<file path="src/sv/bole_pkg.sv">
// Shared types and constants for the bounded ordered list engine.
// No dependencies; used by the controller, datapath, top level and checker.
`timescale 1ns / 1ps

package bole_pkg;

    localparam int DEPTH_DEFAULT = 16;

    localparam int ACTION_W = 3;
    localparam int VALUE_W  = 32;
    localparam int POS_W    = 5;
    localparam int STATUS_W = 2;
    localparam int INDEX_W  = 4;
    localparam int COUNT_W  = 5;

    typedef enum logic [ACTION_W-1:0] {
        ACT_INSERT  = 3'd0,
        ACT_POP     = 3'd1,
        ACT_REMOVE  = 3'd2,
        ACT_SEARCH  = 3'd3,
        ACT_REVERSE = 3'd4,
        ACT_QUERY   = 3'd5
    } t_action;

    typedef enum logic [STATUS_W-1:0] {
        ST_OK     = 2'd0,
        ST_EMPTY  = 2'd1,
        ST_BADPOS = 2'd2,
        ST_FULL   = 2'd3
    } t_status;

    // pointer updates; read ports sample the updated pointers
    typedef enum logic [2:0] {
        PTR_HOLD,
        PTR_INS_INIT,
        PTR_RM_INIT,
        PTR_SR_INIT,
        PTR_RV_INIT,
        PTR_INC,
        PTR_DEC,
        PTR_RV_STEP
    } t_ptr_op;

    typedef enum logic [2:0] {
        WR_NONE,
        WR_INS_MOVE,
        WR_INS_PUT,
        WR_RM_MOVE,
        WR_RV_LO,
        WR_RV_HI
    } t_wr_op;

    typedef struct packed {
        logic    load;
        t_ptr_op ptr;
        logic    rd_en;
        t_wr_op  wr;
        logic    set_found;
        logic    finish;
    } t_dp_cmd;

    typedef struct packed {
        t_action action;
        t_status pre_status;
        logic    empty;
        logic    ins_direct;
        logic    ins_last;
        logic    rm_direct;
        logic    rm_last;
        logic    sr_match;
        logic    sr_last;
        logic    rv_none;
        logic    rv_last;
    } t_dp_flags;

endpackage

</file>
<file path="src/sv/bounded_ordered_list_engine_core.sv">
// Top level of the bounded ordered list engine.
// Instantiates bole_ctrl and bole_dp; types from bole_pkg.
`timescale 1ns / 1ps

// Usage
//  Request channel: drive i_action, i_value, i_position and raise start;
//  the request is taken at a rising edge where start is high and busy low.
//  busy stays high from that edge until the result goes out.
//  Result channel: o_done strobes for exactly one cycle with o_status,
//  o_found, o_match_index and o_element_count; the receiver cannot stall
//  it, so capture on the strobe. A new request may be issued in the strobe
//  cycle (busy is already low then).
//  Steps from the accepting edge to the strobe:
//    query, pop, unused codes, rejected requests: decode, then finish
//    search: entries are compared in order up to the first match
//    insert: entries at or after position shift up, then the value is put;
//    remove: entries after position shift down; reverse: halves swap pairwise
//  The entry memory has one write port, so every shift or half swap is
//  a write step of its own.
//  Reset (synchronous, active low) empties the list and idles the
//  controller; entry contents are not cleared, and slots at or beyond the
//  count are never used in a result.
module bounded_ordered_list_engine_core #(
    parameter int DEPTH = bole_pkg::DEPTH_DEFAULT
) (
    input  logic                                 i_clk,
    input  logic                                 i_rst_n,
    input  logic                                 start,
    input  logic [bole_pkg::ACTION_W-1:0]        i_action,
    input  logic signed [bole_pkg::VALUE_W-1:0]  i_value,
    input  logic [bole_pkg::POS_W-1:0]           i_position,
    output logic                                 busy,
    output logic                                 o_done,
    output logic [bole_pkg::STATUS_W-1:0]        o_status,
    output logic                                 o_found,
    output logic [bole_pkg::INDEX_W-1:0]         o_match_index,
    output logic [bole_pkg::COUNT_W-1:0]         o_element_count
);
    import bole_pkg::*;

    // command and status bundles between controller and datapath
    t_dp_cmd   w_cmd;
    t_dp_flags w_flags;
    t_status   w_status;

    bole_ctrl u_ctrl (
        .i_clk   (i_clk),
        .i_rst_n (i_rst_n),
        .i_start (start),
        .i_flags (w_flags),
        .o_cmd   (w_cmd),
        .o_busy  (busy)
    );

    // entries, count and result registers live here
    bole_dp #(
        .DEPTH (DEPTH)
    ) u_dp (
        .i_clk           (i_clk),
        .i_rst_n         (i_rst_n),
        .i_cmd           (w_cmd),
        .i_action        (i_action),
        .i_value         (i_value),
        .i_position      (i_position),
        .o_flags         (w_flags),
        .o_status        (w_status),
        .o_found         (o_found),
        .o_match_index   (o_match_index),
        .o_element_count (o_element_count),
        .o_done          (o_done)
    );

    assign o_status = w_status;

endmodule

</file>
<file path="src/sv/bole_dp.sv">
// Datapath of the list engine: entry memory, count, walk pointers, result registers.
// Depends on bole_pkg; driven by bole_ctrl through t_dp_cmd.
`timescale 1ns / 1ps

module bole_dp #(
    parameter int DEPTH = bole_pkg::DEPTH_DEFAULT
) (
    input  logic                                 i_clk,
    input  logic                                 i_rst_n,
    input  bole_pkg::t_dp_cmd                    i_cmd,
    input  logic [bole_pkg::ACTION_W-1:0]        i_action,
    input  logic signed [bole_pkg::VALUE_W-1:0]  i_value,
    input  logic [bole_pkg::POS_W-1:0]           i_position,
    output bole_pkg::t_dp_flags                  o_flags,
    output bole_pkg::t_status                    o_status,
    output logic                                 o_found,
    output logic [bole_pkg::INDEX_W-1:0]         o_match_index,
    output logic [bole_pkg::COUNT_W-1:0]         o_element_count,
    output logic                                 o_done
);
    import bole_pkg::*;

    localparam int AW = $clog2(DEPTH);
    localparam int CW = $clog2(DEPTH + 1);
    localparam int PW = (CW > POS_W) ? CW : POS_W;

    logic [VALUE_W-1:0] r_mem [DEPTH];

    logic [ACTION_W-1:0] r_action;
    logic [VALUE_W-1:0]  r_value;
    logic [POS_W-1:0]    r_pos;
    logic [CW-1:0]       r_count;
    logic [CW-1:0]       n_count;
    logic [AW-1:0]       r_p;
    logic [AW-1:0]       n_p;
    logic [AW-1:0]       r_q;
    logic [AW-1:0]       n_q;
    logic [VALUE_W-1:0]  r_rd_a;
    logic [VALUE_W-1:0]  r_rd_b;
    logic                r_found;
    logic [AW-1:0]       r_idx;
    t_status             r_status;
    logic                r_done;

    t_action             w_act;
    t_status             w_pre_status;
    logic [PW:0]         w_pos;
    logic [PW:0]         w_cnt;
    logic                w_p_at_end;
    logic                w_we;
    logic [AW-1:0]       w_waddr;
    logic [VALUE_W-1:0]  w_wdata;

    assign w_act = t_action'(r_action);
    assign w_pos = (PW+1)'(r_pos);
    assign w_cnt = (PW+1)'(r_count);
    // pointer is the last live entry
    assign w_p_at_end = ((CW'(r_p) + CW'(1)) == r_count);

    // status is fixed by action, position and count before any entry moves
    always_comb begin
        w_pre_status = ST_OK;
        unique case (w_act)
            ACT_INSERT: begin
                if (w_cnt >= (PW+1)'(DEPTH)) begin
                    w_pre_status = ST_FULL;
                end else if (w_pos > w_cnt) begin
                    w_pre_status = ST_BADPOS;
                end
            end
            ACT_POP: begin
                if (r_count == '0) begin
                    w_pre_status = ST_EMPTY;
                end
            end
            ACT_REMOVE: begin
                if (r_count == '0 && r_pos == '0) begin
                    w_pre_status = ST_EMPTY;
                end else if (w_pos >= w_cnt) begin
                    w_pre_status = ST_BADPOS;
                end
            end
            default: begin
                w_pre_status = ST_OK;
            end
        endcase
    end

    always_comb begin
        o_flags.action     = w_act;
        o_flags.pre_status = w_pre_status;
        o_flags.empty      = (r_count == '0);
        o_flags.ins_direct = (w_pos == w_cnt);
        o_flags.ins_last   = (r_p == AW'(r_pos));
        o_flags.rm_direct  = ((w_pos + (PW+1)'(1)) == w_cnt);
        o_flags.rm_last    = w_p_at_end;
        o_flags.sr_match   = (r_rd_a == r_value);
        o_flags.sr_last    = w_p_at_end;
        o_flags.rv_none    = (r_count <= CW'(1));
        o_flags.rv_last    = (((AW+1)'(r_p) + (AW+1)'(2)) >= (AW+1)'(r_q));
    end

    always_comb begin
        n_p = r_p;
        n_q = r_q;
        unique case (i_cmd.ptr)
            PTR_HOLD: begin
                n_p = r_p;
            end
            PTR_INS_INIT: begin
                n_p = AW'(r_count - CW'(1));
            end
            PTR_RM_INIT: begin
                n_p = AW'(r_pos) + AW'(1);
            end
            PTR_SR_INIT: begin
                n_p = '0;
            end
            PTR_RV_INIT: begin
                n_p = '0;
                n_q = AW'(r_count - CW'(1));
            end
            PTR_INC: begin
                n_p = r_p + AW'(1);
            end
            PTR_DEC: begin
                n_p = r_p - AW'(1);
            end
            PTR_RV_STEP: begin
                n_p = r_p + AW'(1);
                n_q = r_q - AW'(1);
            end
        endcase
    end

    always_comb begin
        w_we    = 1'b1;
        w_waddr = r_p;
        w_wdata = r_rd_a;
        unique case (i_cmd.wr)
            WR_INS_MOVE: begin
                w_waddr = r_p + AW'(1);
            end
            WR_INS_PUT: begin
                w_waddr = AW'(r_pos);
                w_wdata = r_value;
            end
            WR_RM_MOVE: begin
                w_waddr = r_p - AW'(1);
            end
            WR_RV_LO: begin
                w_wdata = r_rd_b;
            end
            WR_RV_HI: begin
                w_waddr = r_q;
            end
            default: begin
                w_we = 1'b0;
            end
        endcase
    end

    always_comb begin
        n_count = r_count;
        if (i_cmd.finish && w_pre_status == ST_OK) begin
            unique case (w_act)
                ACT_INSERT: begin
                    n_count = r_count + CW'(1);
                end
                ACT_POP, ACT_REMOVE: begin
                    n_count = r_count - CW'(1);
                end
                default: begin
                    n_count = r_count;
                end
            endcase
        end
    end

    // one write port, two registered read ports
    always_ff @(posedge i_clk) begin
        if (w_we) begin
            r_mem[w_waddr] <= w_wdata;
        end
        if (i_cmd.rd_en) begin
            r_rd_a <= r_mem[n_p];
            r_rd_b <= r_mem[n_q];
        end
    end

    always_ff @(posedge i_clk) begin
        if (!i_rst_n) begin
            r_count <= '0;
            r_done  <= 1'b0;
        end else begin
            r_count <= n_count;
            r_done  <= i_cmd.finish;
        end
    end

    always_ff @(posedge i_clk) begin
        r_p <= n_p;
        r_q <= n_q;
        if (i_cmd.load) begin
            r_action <= i_action;
            r_value  <= i_value;
            r_pos    <= i_position;
            r_found  <= 1'b0;
            r_idx    <= '0;
        end
        if (i_cmd.set_found) begin
            r_found <= 1'b1;
            r_idx   <= r_p;
        end
        if (i_cmd.finish) begin
            r_status <= w_pre_status;
        end
    end

    assign o_status        = r_status;
    assign o_found         = r_found;
    assign o_match_index   = INDEX_W'(r_idx);
    assign o_element_count = COUNT_W'(r_count);
    assign o_done          = r_done;

endmodule

</file>
<file path="src/sv/bole_ctrl.sv">
// Controller of the list engine: sequences each request over the datapath.
// Depends on bole_pkg; talks to bole_dp through t_dp_cmd / t_dp_flags.
`timescale 1ns / 1ps

module bole_ctrl (
    input  logic                i_clk,
    input  logic                i_rst_n,
    input  logic                i_start,
    input  bole_pkg::t_dp_flags i_flags,
    output bole_pkg::t_dp_cmd   o_cmd,
    output logic                o_busy
);
    import bole_pkg::*;

    typedef enum logic [3:0] {
        S_IDLE,
        S_DECODE,
        S_INS_MV,
        S_INS_PUT,
        S_RM_MV,
        S_SR_CMP,
        S_RV_WLO,
        S_RV_WHI,
        S_FINISH
    } t_state;

    t_state r_state;
    t_state n_state;
    logic   r_busy;
    logic   n_busy;

    always_comb begin
        n_state         = r_state;
        n_busy          = r_busy;
        o_cmd.load      = 1'b0;
        o_cmd.ptr       = PTR_HOLD;
        o_cmd.rd_en     = 1'b0;
        o_cmd.wr        = WR_NONE;
        o_cmd.set_found = 1'b0;
        o_cmd.finish    = 1'b0;
        unique case (r_state)
            S_IDLE: begin
                if (i_start) begin
                    o_cmd.load = 1'b1;
                    n_state    = S_DECODE;
                    n_busy     = 1'b1;
                end
            end
            S_DECODE: begin
                priority if (i_flags.pre_status != ST_OK) begin
                    n_state = S_FINISH;
                end else begin
                    unique case (i_flags.action)
                        ACT_INSERT: begin
                            if (i_flags.ins_direct) begin
                                n_state = S_INS_PUT;
                            end else begin
                                o_cmd.ptr   = PTR_INS_INIT;
                                o_cmd.rd_en = 1'b1;
                                n_state     = S_INS_MV;
                            end
                        end
                        ACT_REMOVE: begin
                            if (i_flags.rm_direct) begin
                                n_state = S_FINISH;
                            end else begin
                                o_cmd.ptr   = PTR_RM_INIT;
                                o_cmd.rd_en = 1'b1;
                                n_state     = S_RM_MV;
                            end
                        end
                        ACT_SEARCH: begin
                            if (i_flags.empty) begin
                                n_state = S_FINISH;
                            end else begin
                                o_cmd.ptr   = PTR_SR_INIT;
                                o_cmd.rd_en = 1'b1;
                                n_state     = S_SR_CMP;
                            end
                        end
                        ACT_REVERSE: begin
                            if (i_flags.rv_none) begin
                                n_state = S_FINISH;
                            end else begin
                                o_cmd.ptr   = PTR_RV_INIT;
                                o_cmd.rd_en = 1'b1;
                                n_state     = S_RV_WLO;
                            end
                        end
                        default: begin
                            n_state = S_FINISH;
                        end
                    endcase
                end
            end
            S_INS_MV: begin
                o_cmd.wr = WR_INS_MOVE;
                if (i_flags.ins_last) begin
                    n_state = S_INS_PUT;
                end else begin
                    o_cmd.ptr   = PTR_DEC;
                    o_cmd.rd_en = 1'b1;
                end
            end
            S_INS_PUT: begin
                o_cmd.wr = WR_INS_PUT;
                n_state  = S_FINISH;
            end
            S_RM_MV: begin
                o_cmd.wr = WR_RM_MOVE;
                if (i_flags.rm_last) begin
                    n_state = S_FINISH;
                end else begin
                    o_cmd.ptr   = PTR_INC;
                    o_cmd.rd_en = 1'b1;
                end
            end
            S_SR_CMP: begin
                priority if (i_flags.sr_match) begin
                    o_cmd.set_found = 1'b1;
                    n_state         = S_FINISH;
                end else if (i_flags.sr_last) begin
                    n_state = S_FINISH;
                end else begin
                    o_cmd.ptr   = PTR_INC;
                    o_cmd.rd_en = 1'b1;
                end
            end
            S_RV_WLO: begin
                o_cmd.wr = WR_RV_LO;
                n_state  = S_RV_WHI;
            end
            S_RV_WHI: begin
                o_cmd.wr = WR_RV_HI;
                if (i_flags.rv_last) begin
                    n_state = S_FINISH;
                end else begin
                    o_cmd.ptr   = PTR_RV_STEP;
                    o_cmd.rd_en = 1'b1;
                    n_state     = S_RV_WLO;
                end
            end
            S_FINISH: begin
                o_cmd.finish = 1'b1;
                n_state      = S_IDLE;
                n_busy       = 1'b0;
            end
            default: begin
                n_state = S_IDLE;
                n_busy  = 1'b0;
            end
        endcase
    end

    always_ff @(posedge i_clk) begin
        if (!i_rst_n) begin
            r_state <= S_IDLE;
            r_busy  <= 1'b0;
        end else begin
            r_state <= n_state;
            r_busy  <= n_busy;
        end
    end

    assign o_busy = r_busy;

endmodule

</file>
<file path="config.mk">
export PLATFORM = sky130hd
export DESIGN_NAME = bounded_ordered_list_engine_core
export DESIGN_NICKNAME = d
export VERILOG_FILES = /design/src/sv/bole_pkg.sv /design/src/sv/bounded_ordered_list_engine_core.sv /design/src/sv/bole_dp.sv /design/src/sv/bole_ctrl.sv
export SDC_FILE = /design/constraint.sdc
export NUM_CORES = 1
export LEC_CHECK = 0
export BUFFER_PORTS_ARGS = -buffer_cell sky130_fd_sc_hd__buf_2
export CELL_PAD_IN_SITES_DETAIL_PLACEMENT = 1
export CELL_PAD_IN_SITES_GLOBAL_PLACEMENT = 2
export CORE_MARGIN = 5
export CORE_UTILIZATION = 39
export DETAILED_ROUTE_END_ITERATION = 8
export HOLD_SLACK_MARGIN = 0.06
export PLACE_DENSITY_LB_ADDON = 0.2
export SYNTH_ARGS = -nofsm -noshare
export SYNTH_HDL_FRONTEND = slang
export SYNTH_SLANG_ARGS = --single-unit
</file>
<file path="constraint.sdc">
create_clock -name i_clk -period 4.9 [get_ports i_clk]
set_input_delay 0.49 -clock i_clk [delete_from_list [all_inputs] [get_ports i_clk]]
set_output_delay 0.49 -clock i_clk [all_outputs]
set_load 0.005 [all_outputs]
</file>
==> impl_metrics.py <==
metrics = {
    "yosys": {
        "ys_seq_elements": 642,
        "synth_fp_nets": 2944,
        "synth_edf_count": 622,
        "async_flop_share_pct": 0,
        "syn_inst": 2880,
        "yosys.area_share.adder_pct": 0.8254,
        "ys_warn_count": 0,
        "synthDistinctLibCells": 78,
        "synth_mux_area_share_pct": 3.545,
        "synth_top_family_by_area": "simple AND/OR/NAND/NOR gates",
        "syn-mean-instance-area_um2": 11.05,
        "syn_area_um2": 31830,
        "ys_seq_area_share_pct": 59.93,
        "synthFlopType": "edfxtp_1",
        "synth-compound-area-share_pct": 14.30,
        "yosys.area_share.simple_pct": 16.11,
        "synth_xor_area_share_pct": 1.596,
    },
    "timing": {
        "relSlewSlack_pct": 36.75,
        "rsz0062_at_grt": "false",
        "tightest_slew_ps": 948.8,
        "fin_crit_sh_pct": 97.66,
        "fin_skew_ps": 26.73,
        "tns_ps": 0,
        "fmax_mhz": 209.0,
        "hold_viol_final": 0,
        "drv_slew": 0,
        "setup_viol": 0,
        "min_period_ps": 4785,
    },
    "worst_setup_path": {
        "path_max_fanout": 21,
        "path_class": "flip-flop to flip-flop",
        "startpoint_type": "flip-flop",
        "endpoint_kind": "flip-flop",
        "worstPathArrival_ps": 5140,
        "cp_data_required_time_ps": 5250,
    },
    "finish": {
        "nets": 3073,
        "area_delta_synth_final_pct": 17.85,
        "final_cell_mix": "nand2_1, edfxtp_1, nand3_1",
        "nFillCells": 8535,
        "mostFrequentLayoutCell": "nand2_1",
        "final_cells": 4123,
        "layout-drive-gt1-share_pct": 14.46,
        "n_antenna_cell": 0,
    },
    "floorplan": {
        "ios": 57,
        "fp.dieArea_um2": 87440,
        "coreArea_um2": 80680,
        "die_w_um": 295.7,
        "die_h_um": 295.7,
        "start_util_pct": 39.46,
        "placementRows": 104,
    },
    "placement": {
        "io_buffers": 56,
        "place_congestion": 0.8747,
        "dp_hpwl_um": 74060,
        "place_inst": 3952,
    },
    "global_routing": {
        "grt_usage_pct": 28.11,
        "grt_pass1_wl_um": 182000,
        "gr-total-overflow": 0,
        "grt_max_degree": 91,
        "antenna_found_initial": 0,
        "first_global_vias": 27265,
    },
    "clocking": {
        "clock_path_buffers": 3,
        "htree_levels": 3,
        "cts_root_buffer": "clkbuf_16",
        "clock_sinks": 642,
        "numCtsBuffers": 76,
        "clk_latency_ps": 630,
        "post_cts_buffers": 0,
        "cts_tree": "done",
        "path_clk_slew_ps": 60,
    },
    "outcome": {
        "status": "finished clean",
    },
    "drt": {
        "dr.pass1.iters": 5,
        "via_count": 26057,
        "drc": 0,
        "first_iter_violations": 2614,
        "wl_per_cell_um": 30.42,
        "ant_nets": 0,
        "viasPerCell": 6.320,
        "routed_wirelength_um": 125400,
    },
    "power_and_ir_drop": {
        "power_leakage_nw": 13.43,
        "power_density_nw_per_um2": 514.7,
        "irDropWorstVdd_uv": 347.8,
    },
    "job": {
        "drv_cap": 0,
    },
    "min_path": {
        "hold_class": "input port to flip-flop",
    },
}
-- cell usage after synthesis, types with 4 or more instances --
master,instances,area [µm²]
nand2_1,695,2609
edfxtp_1,622,18680
nand3_1,244,1221
clkbuf_1,181,679.4
o21ai_0,123,615.6
a2111oi_0,103,902.1
a21oi_1,99,495.5
a311oi_1,97,849.6
and3_1,70,437.9
mux2i_1,70,700.7
xnor2_1,52,455.4
nor2_1,40,150.1
inv_1,38,142.6
a31oi_1,37,231.5
o22ai_1,37,231.5
a22oi_1,35,262.8
buf_2,31,155.2
a2111o_1,29,326.6
buf_1,23,86.33
or4_1,22,165.2
ha_1,21,262.8
mux2_4,21,315.3
dfxtp_1,20,400.4
o211ai_1,16,120.1
nor3_1,15,75.07
nand4_1,11,68.82
a221o_1,8,80.08
or3_1,8,50.05
nand2b_1,7,43.79
and2_1,6,37.54
buf_6,6,67.56
xor2_1,6,52.55
mux4_2,5,112.6
nor2b_1,5,31.28
a21boi_0,4,30.03
a221oi_1,4,35.03
buf_4,4,30.03
o31ai_1,4,30.03
-- report_power, final --
part | total [W] | switching, W | internal, W
clock | 0.00552 | 0.00230 | 0.00322
combinational | 0.00705 | 0.00455 | 0.00250
sequential | 0.00675 | 0.000183 | 0.00656
-- repair_timing --
action | CTS | global route
hold endpoints to repair | 39 | 0
endpoints found under the setup margin | 0 | 32
gates resized for setup | 0 | 15
hold buffers | 39 | 0
-- layout make-up --
cell class | instances | area (µm²) | share of cell area, %
multi-input cells | 1951 | 11880 | 31.67
inverters | 42 | 193.9 | 0.5169
repair buffers | 296 | 2680 | 7.144
clock buffers | 101 | 2027 | 5.403
flip-flops and latches | 642 | 19080 | 50.85
clock inverters | 31 | 327.8 | 0.8738
well taps | 1060 | 1326 | 3.535
-- state kept, by name (all words and copies together) (netlist names) --
register / count
u_dp.r_mem: 512
u_dp.r_rd_b: 32
u_dp.o_found: 1
u_ctrl.o_busy: 1
u_dp.o_match_index: 4
u_dp.r_rd_a: 32
u_dp.r_q: 4
u_dp.o_element_count: 5
u_dp.r_action: 3
u_dp.r_p: 4
u_dp.r_value: 32
u_dp.o_done: 1
u_dp.o_status: 2
u_ctrl.r_state: 4
u_dp.r_pos: 5
-- routing by layer --
layer  up-vias  routed length, µm  share of wire [%]  global-route usage, %
li1      11187                  -                  -                      -
met1     13378              51940                 41                  37.50
met2      1191              57870                 46                  45.43
met3       301              10200                8.1                  5.519
met4         0               5424                4.3                  11.36
met5         -                  0                  0                      0
-- worst max-delay path, cell delays in order, from the launching register on --
cell and delay, ps:
edfxtp_1 450, xnor2_1 420, nand4_1 400, nor4_2 350, buf_4 160, nand3_1 90, buf_4 190, a2111oi_4 400
buf_4 200, nand2_4 70, o32ai_4 200, buf_12 180, buf_4 320, a2111oi_0 150, a2111o_1 410, or4_1 500
-- through the flow --
step	hold slack (ps)	worst slack [ps]	cell area [µm²]	utilization (%)	total power, W
after floorplan	461.8	63.61	31840	-	0.01054
after global placement	456.8	178.1	34700	43.01	0.01357
after detailed placement	460.0	100.1	34700	43.01	0.01372
after CTS	60.83	95.33	37440	46.41	0.01929
after global routing	79.29	0.9406	37520	46.50	0.02005
final	78.21	114.6	37520	46.50	0.01931
-- worst paths after layout --
check,startpoint,to,slack [ps],depth (start not counted)
min,i_value[16],u_dp.r_value[16]$_DFFE_PP_,80,1
max reg2reg,u_dp.r_value[2]$_DFFE_PP_,u_dp.r_rd_a[13]$_DFFE_PP_,110,15
max,u_dp.r_value[2]$_DFFE_PP_,u_dp.r_rd_a[13]$_DFFE_PP_,110,15
min reg2reg,u_dp.o_found$_SDFFE_PP1P_,u_dp.o_found$_SDFFE_PP1P_,470,2
-- kinds of logic after synthesis --
family / count (synthesis)
multiplexers: 96
XOR/XNOR: 58
AO/OA/AOI/OAI: 628
adder cells (fa/ha/maj): 21
flip-flops: 642
AND/OR/NAND/NOR: 1148
buffers and inverters: 287
Note: power is estimated with default switching activity, not from simulation.
